$ cat src/hrsc_pkg.sv
// ----------------------------------------------------------------------------
// hrsc_pkg: shared types and constants for the ramped h-bridge speed control
// Direction codes, configuration register indexes, reset values and the
// reciprocal used to divide the pwm product by one hundred.
// ----------------------------------------------------------------------------
package hrsc_pkg;

	// bridge direction codes
	typedef enum logic [1:0] {
		DIR_STOP = 2'd0,
		DIR_FWD  = 2'd1,
		DIR_REV  = 2'd2
	} dir_t;

	// configuration register indexes
	typedef enum logic [1:0] {
		CFG_RAMP_STEP      = 2'd0,
		CFG_RAMP_INTERVAL  = 2'd1,
		CFG_REVERSAL_DELAY = 2'd2,
		CFG_PWM_TOP        = 2'd3
	} cfg_index_t;

	localparam int CfgIndexWidth = 2;
	localparam int CfgDataWidth  = 16;

	// register reset values, also used when zero is written, except for the pwm top
	localparam logic [6:0]  RampStepDefault      = 7'd5;
	localparam logic [15:0] RampIntervalDefault  = 16'd20;
	localparam logic [15:0] ReversalDelayDefault = 16'd100;
	localparam logic [15:0] PwmTopDefault        = 16'd999;

	// speed limits in percent
	localparam logic signed [7:0] SpeedMax = 8'sd100;
	localparam logic signed [7:0] SpeedMin = -8'sd100;

	// floor(x / 100) = (x * DivRecip) >> DivShift, exact for x below 2**23
	localparam int          ProdWidth = 24;
	localparam int          DivShift  = 30;
	localparam logic [23:0] DivRecip  = 24'd10737419;

endpackage

$ cat src/hrsc_if.sv
// ----------------------------------------------------------------------------
// hrsc_if: handshake channels of the ramped h-bridge speed control
// One interface for the tick input and one for the drive result.
// ----------------------------------------------------------------------------
interface hrsc_tick_if;
	logic              valid;
	logic              ready;
	logic [31:0]       time_now;
	logic signed [7:0] speed_request;

	modport source (output valid, output time_now, output speed_request, input ready);
	modport sink   (input valid, input time_now, input speed_request, output ready);
endinterface

interface hrsc_result_if;
	logic              valid;
	logic              ready;
	logic              drive_a;
	logic              drive_b;
	logic [15:0]       compare_value;
	logic [6:0]        duty_now;
	logic signed [7:0] signed_speed;
	logic [1:0]        direction_state;
	logic              reversal_pending;

	modport source (output valid, output drive_a, output drive_b, output compare_value,
		output duty_now, output signed_speed, output direction_state,
		output reversal_pending, input ready);
	modport sink   (input valid, input drive_a, input drive_b, input compare_value,
		input duty_now, input signed_speed, input direction_state,
		input reversal_pending, output ready);
endinterface

$ cat src/hbridge_ramped_speed_control_core.sv
// ----------------------------------------------------------------------------
// hbridge_ramped_speed_control_core: soft-start h-bridge speed control
// Ramps the applied duty toward the requested speed, holds the bridge in stop
// for a dead time on reversal, and produces drive bits and a pwm compare value.
// ----------------------------------------------------------------------------
//
//   channel   dir   handshake      word
//   tick      in    valid/ready    time_now, speed_request
//   result    out   valid/ready    drive_a, drive_b, compare_value, duty_now,
//                                  signed_speed, direction_state, reversal_pending
//   cfg       in    cfg_wr_en      cfg_index, cfg_wdata
//
// one word per cycle sustained while result is ready; each tick passes through the stages below
// stages: input register, state update, pwm product, divide by 100 and cap
// the state registers update once per tick as it leaves the input register
// each stage holds while the one after it is full and stalled; bubbles close up
// reset clears all control state and loads the configuration defaults
//
module hbridge_ramped_speed_control_core (
	input  logic                               clk,
	input  logic                               arst_n,
	input  logic                               cfg_wr_en,
	input  logic [hrsc_pkg::CfgIndexWidth-1:0] cfg_index,
	input  logic [hrsc_pkg::CfgDataWidth-1:0]  cfg_wdata,
	hrsc_tick_if.sink                          tick,
	hrsc_result_if.source                      result
);

	// configuration registers
	logic [6:0]  ramp_step_q;
	logic [15:0] ramp_interval_q;
	logic [15:0] reversal_delay_q;
	logic [15:0] pwm_top_q;

	// controller state
	logic [6:0]     duty_q;
	hrsc_pkg::dir_t pres_q;
	hrsc_pkg::dir_t pend_q;
	logic [31:0]    deadline_q;
	logic [31:0]    last_ramp_q;

	// pipeline
	logic              v_s1, v_s2, v_s3, v_s4;
	logic              adv_s1, adv_s2, adv_s3, adv_s4;
	logic [31:0]       time_s1;
	logic signed [7:0] req_s1;
	logic [6:0]        duty_s2, duty_s3;
	hrsc_pkg::dir_t    dir_s2, dir_s3;
	logic              pend_s2, pend_s3;
	logic [hrsc_pkg::ProdWidth-1:0] prod_s3;

	// next-state logic
	logic signed [7:0] req_clamp;
	hrsc_pkg::dir_t    req_dir;
	logic [6:0]        req_mag;
	logic [6:0]        target;
	logic [7:0]        duty_sum;
	logic [31:0]       dl_diff;
	logic [31:0]       ramp_diff;
	logic              ramp_due;
	logic              hold;
	logic [6:0]        duty_n;
	hrsc_pkg::dir_t    pres_n;
	hrsc_pkg::dir_t    pend_n;
	logic [31:0]       deadline_n;
	logic [31:0]       last_ramp_n;

	// divide stage
	logic [16:0]       top_plus1;
	logic [2*hrsc_pkg::ProdWidth-1:0] recip_prod;
	logic [16:0]       quot;
	logic [15:0]       cmp_c;

	// stall control, each stage moves when the next one can take its word
	assign adv_s4     = !v_s4 || result.ready;
	assign adv_s3     = !v_s3 || adv_s4;
	assign adv_s2     = !v_s2 || adv_s3;
	assign adv_s1     = !v_s1 || adv_s2;
	assign tick.ready = adv_s1;

	// configuration writes, zero falls back to the default except for the pwm top
	always_ff @(posedge clk or negedge arst_n) begin
		if (!arst_n) begin
			ramp_step_q      <= hrsc_pkg::RampStepDefault;
			ramp_interval_q  <= hrsc_pkg::RampIntervalDefault;
			reversal_delay_q <= hrsc_pkg::ReversalDelayDefault;
			pwm_top_q        <= hrsc_pkg::PwmTopDefault;
		end else if (cfg_wr_en) begin
			unique case (hrsc_pkg::cfg_index_t'(cfg_index))
				hrsc_pkg::CFG_RAMP_STEP: begin
					ramp_step_q <= (cfg_wdata[6:0] == 7'd0) ?
						hrsc_pkg::RampStepDefault : cfg_wdata[6:0];
				end
				hrsc_pkg::CFG_RAMP_INTERVAL: begin
					ramp_interval_q <= (cfg_wdata == 16'd0) ?
						hrsc_pkg::RampIntervalDefault : cfg_wdata;
				end
				hrsc_pkg::CFG_REVERSAL_DELAY: begin
					reversal_delay_q <= (cfg_wdata == 16'd0) ?
						hrsc_pkg::ReversalDelayDefault : cfg_wdata;
				end
				hrsc_pkg::CFG_PWM_TOP: begin
					pwm_top_q <= cfg_wdata;
				end
				default: begin
				end
			endcase
		end
	end

	// valid bits
	always_ff @(posedge clk or negedge arst_n) begin
		if (!arst_n) begin
			v_s1 <= 1'b0;
			v_s2 <= 1'b0;
			v_s3 <= 1'b0;
			v_s4 <= 1'b0;
		end else begin
			if (adv_s1) v_s1 <= tick.valid;
			if (adv_s2) v_s2 <= v_s1;
			if (adv_s3) v_s3 <= v_s2;
			if (adv_s4) v_s4 <= v_s3;
		end
	end

	// input register
	always_ff @(posedge clk) begin
		if (adv_s1 && tick.valid) begin
			time_s1 <= tick.time_now;
			req_s1  <= tick.speed_request;
		end
	end

	// wrap-safe time differences
	assign dl_diff   = time_s1 - deadline_q;
	assign ramp_diff = time_s1 - last_ramp_q;
	assign ramp_due  = ramp_diff >= {16'd0, ramp_interval_q};

	// request decode, dead time, reversal and ramp
	always_comb begin
		req_clamp   = req_s1;
		req_dir     = hrsc_pkg::DIR_STOP;
		req_mag     = 7'd0;
		target      = 7'd0;
		duty_sum    = 8'd0;
		hold        = 1'b0;
		duty_n      = duty_q;
		pres_n      = pres_q;
		pend_n      = pend_q;
		deadline_n  = deadline_q;
		last_ramp_n = last_ramp_q;

		// clamp to plus or minus 100 and split into direction and magnitude
		priority if (req_s1 > hrsc_pkg::SpeedMax) begin
			req_clamp = hrsc_pkg::SpeedMax;
		end else if (req_s1 < hrsc_pkg::SpeedMin) begin
			req_clamp = hrsc_pkg::SpeedMin;
		end else begin
			req_clamp = req_s1;
		end
		priority if (req_clamp > 8'sd0) begin
			req_dir = hrsc_pkg::DIR_FWD;
			req_mag = req_clamp[6:0];
		end else if (req_clamp < 8'sd0) begin
			req_dir = hrsc_pkg::DIR_REV;
			req_mag = 7'(8'd0 - req_clamp);
		end else begin
			req_dir = hrsc_pkg::DIR_STOP;
			req_mag = 7'd0;
		end

		// dead time: hold everything until the deadline is reached
		if (pend_q != hrsc_pkg::DIR_STOP) begin
			if (!dl_diff[31]) begin
				pres_n = pend_q;
				pend_n = hrsc_pkg::DIR_STOP;
			end else begin
				hold = 1'b1;
			end
		end

		if (!hold) begin
			priority if (req_dir != hrsc_pkg::DIR_STOP && pres_n != hrsc_pkg::DIR_STOP &&
				req_dir != pres_n) begin
				// reversal request: cut duty, stop, start the dead time
				duty_n     = 7'd0;
				pres_n     = hrsc_pkg::DIR_STOP;
				pend_n     = req_dir;
				deadline_n = time_s1 + {16'd0, reversal_delay_q};
			end else begin
				if (pres_n == hrsc_pkg::DIR_STOP && req_dir != hrsc_pkg::DIR_STOP) begin
					pres_n = req_dir;
				end
				target = (req_dir == pres_n) ? req_mag : 7'd0;

				// one ramp step per interval, bounded by the target
				if (ramp_due) begin
					last_ramp_n = time_s1;
					duty_sum    = {1'b0, duty_q} + {1'b0, ramp_step_q};
					priority if (duty_q < target) begin
						duty_n = (duty_sum > {1'b0, target}) ? target : duty_sum[6:0];
					end else if (duty_q > target) begin
						duty_n = (duty_q > ramp_step_q) ? (duty_q - ramp_step_q) : 7'd0;
						if (duty_n < target) begin
							duty_n = target;
						end
					end else begin
						duty_n = duty_q;
					end
				end

				// coasted to zero with no request: back to stop
				if (duty_n == 7'd0 && req_dir == hrsc_pkg::DIR_STOP &&
					pres_n != hrsc_pkg::DIR_STOP) begin
					pres_n = hrsc_pkg::DIR_STOP;
				end
			end
		end
	end

	// controller state, updated as a word leaves the input register
	always_ff @(posedge clk or negedge arst_n) begin
		if (!arst_n) begin
			duty_q      <= 7'd0;
			pres_q      <= hrsc_pkg::DIR_STOP;
			pend_q      <= hrsc_pkg::DIR_STOP;
			deadline_q  <= 32'd0;
			last_ramp_q <= 32'd0;
		end else if (v_s1 && adv_s2) begin
			duty_q      <= duty_n;
			pres_q      <= pres_n;
			pend_q      <= pend_n;
			deadline_q  <= deadline_n;
			last_ramp_q <= last_ramp_n;
		end
	end

	// snapshot of the updated state
	always_ff @(posedge clk) begin
		if (v_s1 && adv_s2) begin
			duty_s2 <= duty_n;
			dir_s2  <= pres_n;
			pend_s2 <= (pend_n != hrsc_pkg::DIR_STOP);
		end
	end

	// pwm product (top + 1) * duty
	assign top_plus1 = {1'b0, pwm_top_q} + 17'd1;

	always_ff @(posedge clk) begin
		if (v_s2 && adv_s3) begin
			prod_s3 <= hrsc_pkg::ProdWidth'(top_plus1) * hrsc_pkg::ProdWidth'(duty_s2);
			duty_s3 <= duty_s2;
			dir_s3  <= dir_s2;
			pend_s3 <= pend_s2;
		end
	end

	// divide by 100 through the reciprocal, then cap at top
	assign recip_prod = prod_s3 * hrsc_pkg::DivRecip;
	assign quot       = recip_prod[hrsc_pkg::DivShift +: 17];
	assign cmp_c      = (quot > {1'b0, pwm_top_q}) ? pwm_top_q : quot[15:0];

	// result register
	always_ff @(posedge clk) begin
		if (v_s3 && adv_s4) begin
			result.drive_a          <= (dir_s3 == hrsc_pkg::DIR_FWD);
			result.drive_b          <= (dir_s3 == hrsc_pkg::DIR_REV);
			result.compare_value    <= cmp_c;
			result.duty_now         <= duty_s3;
			result.direction_state  <= dir_s3;
			result.reversal_pending <= pend_s3;
			unique case (dir_s3)
				hrsc_pkg::DIR_FWD: result.signed_speed <= {1'b0, duty_s3};
				hrsc_pkg::DIR_REV: result.signed_speed <= 8'(8'd0 - {1'b0, duty_s3});
				default:           result.signed_speed <= 8'sd0;
			endcase
		end
	end

	assign result.valid = v_s4;

endmodule
$ cat src/flat_wrapper.sv
// flat-port wrapper written by rule: the top's interface ports become plain ports
module hbridge_ramped_speed_control_core_flat 
  (clk, arst_n, cfg_wr_en, cfg_index, cfg_wdata, tick_valid, tick_time_now, tick_speed_request, tick_ready, result_valid, result_drive_a, result_drive_b, result_compare_value, result_duty_now, result_signed_speed, result_direction_state, result_reversal_pending, result_ready);
  hrsc_tick_if tick_i ();
  hrsc_result_if result_i ();
  input  logic clk;
  input  logic arst_n;
  input  logic cfg_wr_en;
  input  logic [hrsc_pkg::CfgIndexWidth-1:0] cfg_index;
  input  logic [hrsc_pkg::CfgDataWidth-1:0] cfg_wdata;
  input wire logic [$bits(tick_i.valid)-1:0] tick_valid;
  input wire logic [$bits(tick_i.time_now)-1:0] tick_time_now;
  input wire logic [$bits(tick_i.speed_request)-1:0] tick_speed_request;
  output wire logic [$bits(tick_i.ready)-1:0] tick_ready;
  output wire logic [$bits(result_i.valid)-1:0] result_valid;
  output wire logic [$bits(result_i.drive_a)-1:0] result_drive_a;
  output wire logic [$bits(result_i.drive_b)-1:0] result_drive_b;
  output wire logic [$bits(result_i.compare_value)-1:0] result_compare_value;
  output wire logic [$bits(result_i.duty_now)-1:0] result_duty_now;
  output wire logic [$bits(result_i.signed_speed)-1:0] result_signed_speed;
  output wire logic [$bits(result_i.direction_state)-1:0] result_direction_state;
  output wire logic [$bits(result_i.reversal_pending)-1:0] result_reversal_pending;
  input wire logic [$bits(result_i.ready)-1:0] result_ready;
  assign tick_i.valid = tick_valid;
  assign tick_i.time_now = tick_time_now;
  assign tick_i.speed_request = tick_speed_request;
  assign tick_ready = tick_i.ready;
  assign result_valid = result_i.valid;
  assign result_drive_a = result_i.drive_a;
  assign result_drive_b = result_i.drive_b;
  assign result_compare_value = result_i.compare_value;
  assign result_duty_now = result_i.duty_now;
  assign result_signed_speed = result_i.signed_speed;
  assign result_direction_state = result_i.direction_state;
  assign result_reversal_pending = result_i.reversal_pending;
  assign result_i.ready = result_ready;
  hbridge_ramped_speed_control_core u_core (.clk(clk), .arst_n(arst_n), .cfg_wr_en(cfg_wr_en), .cfg_index(cfg_index), .cfg_wdata(cfg_wdata), .tick(tick_i), .result(result_i));
endmodule
$ cat config.mk
export PLATFORM = sky130hd
export DESIGN_NAME = hbridge_ramped_speed_control_core_flat
export DESIGN_NICKNAME = d
export VERILOG_FILES = /design/src/hrsc_pkg.sv /design/src/hrsc_if.sv /design/src/hbridge_ramped_speed_control_core.sv /design/src/flat_wrapper.sv
export SDC_FILE = /design/constraint.sdc
export NUM_CORES = 2
export LEC_CHECK = 0
export BUFFER_PORTS_ARGS = -buffer_cell sky130_fd_sc_hd__buf_4
export CAP_MARGIN = 25
export CORE_UTILIZATION = 60
export CTS_CLUSTER_SIZE = 20
export DETAILED_ROUTE_END_ITERATION = 12
export PLACE_DENSITY = 0.77
export SLEW_MARGIN = 40
export SYNTH_ARGS = -nofsm -noshare
export SYNTH_HDL_FRONTEND = slang
export SYNTH_SLANG_ARGS = --single-unit
$ cat constraint.sdc
create_clock -name clk -period 22.5 [get_ports clk]
set_input_delay 1.125 -clock clk [delete_from_list [all_inputs] [get_ports clk]]
set_output_delay 1.125 -clock clk [all_outputs]
set_load 0.01 [all_outputs]
# Word level (Yosys, flattened, before mapping)
# Index checks and enable logic that the tools add are counted.
# totals
regBits	254
inputBits	63
# classes
n_addsub	8
multipliers	2
n_lt_le_gt_ge	11
n_eq_ne	7
mux	36
bitwise_logic	2
n_reduce_logical	34
# op_table
operator	count
7-bit 2-to-1 mux	14
32-bit subtractor	2
16-bit 2-to-1 mux	3
24-bit by 24-bit multiplier with 47-bit output, second input constant	1
32-bit by 16-bit adder with 32-bit output	1
32-bit by 16-bit greater-or-equal comparator with 1-bit output	1
2-bit 2-to-1 mux	14
17-bit by 7-bit multiplier with 24-bit output	1
16-bit by 1-bit adder with 17-bit output, second input constant	1
17-bit by 16-bit > comparator with 1-bit output	1
16-bit zero test	1
8-bit 2-to-1 mux	2
8-bit one-hot mux with 2 select lines	1
7-bit > comparator	2
7-bit zero test	2
7-bit less-than comparator	2
2-bit nonzero test	5
1-bit logical AND	9
7-bit by 7-bit adder with 8-bit output	1
8-bit by 1-bit > comparator with 1-bit output, second input constant	1
8-bit by 7-bit > comparator with 1-bit output	1
8-bit > comparator, second input constant	1
8-bit by 1-bit less-than comparator with 1-bit output, second input constant	1
8-bit less-than comparator, second input constant	1
15 further kinds	31

# Logic depth before layout (Yosys ltp)
# logic_depth
word_depth	26
ltp_mapped	41
depth_no_buf	39

# Least setup slack after synthesis
# OpenSTA, ideal clock, no wires.
# synth_timing
path_kind	register to register
startpoint	register u_core.prod_s3[4] in the netlist's numbering
endpoint	register u_core.result.compare_value[10] (data pin)
setup_ps	260
t_arrival_ps	8682
required_ps	22240
slack_ps	13558
stages_incl_launch_ff	38
n_path_buf	2
period_less_slack_ps	8942
path_cell_list	edfxtp_1 -> ha_1 -> inv_1 -> fa_1 -> inv_1 -> fa_1 -> fa_1 -> fa_1 -> fa_1 -> inv_1 -> fa_1 -> inv_1 -> ha_1 -> or3_1 -> a311o_1 -> o22ai_1 -> o311ai_0 -> a21oi_1 -> [... 2 more ...] -> xnor2_1 -> ha_1 -> nor2b_1 -> o21a_1 -> o21a_1 -> o21ai_0 -> nand2b_1 -> a21oi_1 -> nor2b_1 -> o21ai_0 -> nand2b_1 -> a21oi_1 -> o211ai_1 -> a221oi_1 -> o21a_1 -> clkbuf_1 -> buf_1 -> mux2_2
# synth_via
elab_chain_cells	3
# synth_lines
item	line_no	source
start, declared	hbridge_ramped_speed_control_core.sv:50	logic [hrsc_pkg::ProdWidth-1:0] prod_s3;
start signal, assigned	hbridge_ramped_speed_control_core.sv:252	prod_s3 <= hrsc_pkg::ProdWidth'(top_plus1) * hrsc_pkg::ProdWidth'(duty_s2);
24-bit by 24-bit multiplier with 47-bit output (*)	hbridge_ramped_speed_control_core.sv:260	assign recip_prod = prod_s3 * hrsc_pkg::DivRecip;
17-bit by 16-bit > comparator with 1-bit output	hbridge_ramped_speed_control_core.sv:262	assign cmp_c = (quot > {1'b0, pwm_top_q}) ? pwm_top_q : quot[15:0];
16-bit 2-to-1 mux (*)	hbridge_ramped_speed_control_core.sv:262	
net u_core.cmp_c[10]	hbridge_ramped_speed_control_core.sv:72	logic [15:0] cmp_c;
end signal, assigned	hbridge_ramped_speed_control_core.sv:269	result.compare_value <= cmp_c;
end, declared	hrsc_if.sv:26	modport source (output valid, output drive_a, output drive_b, output compare_value,
# The timed path passes the listed nets; every way through them passes the cells marked *.
# A chain may end at the register's enable or synchronous reset.

# Final worst setup path
# layout_timing
startpoint	register u_core.prod_s3[4] in the netlist's numbering
endpoint	register u_core.result.compare_value[3] (data pin)
# The elaborated chain is that of the path after synthesis.

==> out/qor.txt <==
Max_cap viols - 0
RD Place Congestion - 1.00
Share of layout cells above drive strength 1 - 8.53%
Yosys synthesis warning count - 0
Met2 Use GR - 52.6%
Reg2reg start - u_core.prod_s3[4]
Commonest cells post-synth - inv_1 (646), ha_1 (465), fa_1 (302)
FP Rows - 80
Post_cts resized - 0
# fillers - 3867
CTS root buf - clkbuf_16
Synth cell types - 81
Post-synth top area share - 20.7%
Cts bufs inserted - 26
Synthesis-stage register bit count - 254
First-pass GRT wire length - 113000 µm
Ys async rst share - 52.8%
Design Area, Final - 31600 µm²
Register area share after synthesis - 23.9%
Hold Violations, Final - 0
Global-route total usage across every layer - 28.8%
Largest net degree at the start of global routing - 78
IO Count - 101
Synth area leader - fa_1
Initial core utilization - 60.9%
CP peak stage delay - 0.66 ns
Vias - 21065
Dominant synthesized flop cell - edfxtp_1
Register area - 6980 µm²
Antenna cells - 0
# setup viols final - 0
Status - completed
RSZ-0062 raised after global routing - no
Worst-path clk slew - 0.07 ns
Total Routed Length - 69200 µm
CP max FO - 16
Die span in y - 222 µm
Post-detail-place hpwl - 57900 µm
Count leader, synth - inv_1
WP data required - 22.81 ns
Multi-input gate area - 19600 µm²
Slew margin rel. - 40.3%
Clock skew - 0.0244 ns
Drt wl/cell - 18.7 µm
Full die area - 49500 µm²
Post-DP Area - 30700 µm²
H-tree levels - 1
Setup TNS - 0 ns
Number of remaining DRC errors - 0
Buffers on Ports - 100
GRT met3 Usage - 2.33%
Slew @ Worst Pin - 0.888 ns
Post-synth EDFFs - 120
Core ar. - 47800 µm²
Setup bufs post-CTS - 0
Antenna Violating Nets Remaining - 0
Final Max Slew Viols - 0
Synth-to-Final Area Change - 8.27%
Critical path type - register to register
Post-Syn Nets - 3813
TritonCTS clock tree - done
Clock buffer depth - 3
Number of hold buffers added after cts - 0
CP arrival - 9.92 ns
Worst setup path startpoint - u_core.prod_s3[4]
Synth top area cells - fa_1 (21%), ha_1 (20%), edfxtp_1 (12%)
Clock sink count - 254
Vias per Instance - 5.68
Hold/Removal Path Class - register to register
Final period utilization - 42.7%
Hold_sp - u_core.pend_s3
TritonRoute pass-1 iters - 6
Syn_area_per_cell - 9.78 µm²
Cell Area, Synth - 29200 µm²
Fmax - 104 MHz
Slowest-stage cell, CP - edfxtp_1
Busiest grt layer - met2
Critical Path Sink Type - register
Initial antenna violation count - 1
M1 GR Usage - 35.7%
Number of global-route vias before repair - 21976
CP Launch Type - register
Crit path top cell by count - fa_1
Final net count - 3904
Number of DRC markers in iteration 0 - 1172
Mapped Cells - 2983
Gr ovfl total - 0
Tmin final - 9.61 ns
Clock Latency Late Sink - 0.56 ns
Die width - 222 µm
## logic make-up (layout without fill, tap and decap cells)
| logic type | count (synthesis) | in the layout | share of synthesized area [%] |
|---|---|---|---|
| AOI/OAI and AO/OA | 448 | 448 | 10.0 |
| xor gates and xnor gates | 112 | 112 | 3.36 |
| adders and majority gates | 767 | 767 | 40.7 |
| buffers and inverters | 693 | 804 | 8.95 |
| DFF | 254 | 254 | 23.9 |
| muxes | 74 | 74 | 2.82 |
| and+or+nand+nor | 635 | 635 | 10.2 |
## cells in the final DEF, fill, tap and decap left out, types with 11 or more instances in the layout
| master | synthesis | final |
|---|---|---|
| a21boi_0 | 12 | 12 |
| dfrtp_1 | 119 | 119 |
| mux2_2 | 66 | 66 |
| clkbuf_16 | 0 | 27 |
| a21oi_1 | 100 | 100 |
| a211oi_1 | 14 | 14 |
| o31ai_1 | 12 | 11 |
| nand2b_1 | 16 | 16 |
| xor2_1 | 37 | 37 |
| nand2_1 | 264 | 264 |
| dfstp_2 | 15 | 15 |
| and2_1 | 36 | 35 |
| nor2_1 | 115 | 113 |
| edfxtp_1 | 120 | 120 |
| buf_4 | 0 | 104 |
| nor2b_1 | 34 | 33 |
| and3_1 | 17 | 17 |
| xnor2_1 | 75 | 73 |
| inv_1 | 646 | 646 |
| ha_1 | 465 | 465 |
| fa_1 | 302 | 302 |
| nand4_1 | 19 | 19 |
| a21o_1 | 38 | 38 |
| o21ai_0 | 134 | 133 |
| nor3_1 | 38 | 37 |
| o21a_1 | 25 | 25 |
| nand3_1 | 47 | 45 |
## per-stage QoR
stage | hold WS, ns | cells | worst slack, ns | utilization [%]
floorplan | 0.400 | 2983 | 13.56 | -
global placement | 0.409 | 3657 | 13.19 | 63.9
detailed placement | 0.410 | 3661 | 13.05 | 64.1
CTS | 0.425 | 3709 | 12.99 | 66.0
global route | 0.438 | 3709 | 12.48 | 66.0
finish | 0.423 | 3709 | 12.89 | 66.0
## worst max-delay path: cells and delay by family, from the launching register on
family / cells / cell delay (ns)
DFF: 1 / 0.66
AOI/OAI and AO/OA: 14 / 2.91
and+or+nand+nor: 5 / 0.76
adders and majority gates: 9 / 3.96
muxes: 1 / 0.41
xor gates and xnor gates: 1 / 0.16
buffers and inverters: 6 / 0.49
## path summary, 6_finish.rpt
path,end,slack [ns],cells after the start
max,u_core.result.compare_value[3],12.89,36
min,u_core.result.reversal_pending,0.42,0
max reg2reg,u_core.result.compare_value[3],12.89,36
min reg2reg,u_core.result.reversal_pending,0.42,0
max in group asynchronous,u_core.reversal_delay_q[3],20.80,2
min in group asynchronous,u_core.ramp_step_q[5],0.54,1
## layer usage
metal / wire (µm) / up-vias
met5: 0 / -
met4: 2490 / 0
met3: 2520 / 131
met2: 35800 / 523
met1: 28400 / 10410
li1: - / 10001
## flip-flops by register name, indices dropped and copies added, names as in the netlist, 16 cells and up
signal and flops:
u_core.last_ramp_q 32, u_core.time_s1 32, u_core.result.compare_value 16, u_core.reversal_delay_q 16
u_core.pwm_top_q 16, u_core.prod_s3 24, u_core.ramp_interval_q 16, u_core.deadline_q 32
## layout make-up
cell class	instances	area share, %
multi-input cells	2036	62.2
inverters	646	7.68
well taps	615	2.44
repair buffers	110	2.79
clock inverters	18	0.583
flip-flops and latches	254	22.1
clock buffers	30	2.21
Power is left out: the tool's default activity adds up to more than one toggle a clock period on the data nets, which glitch-free logic cannot reach.
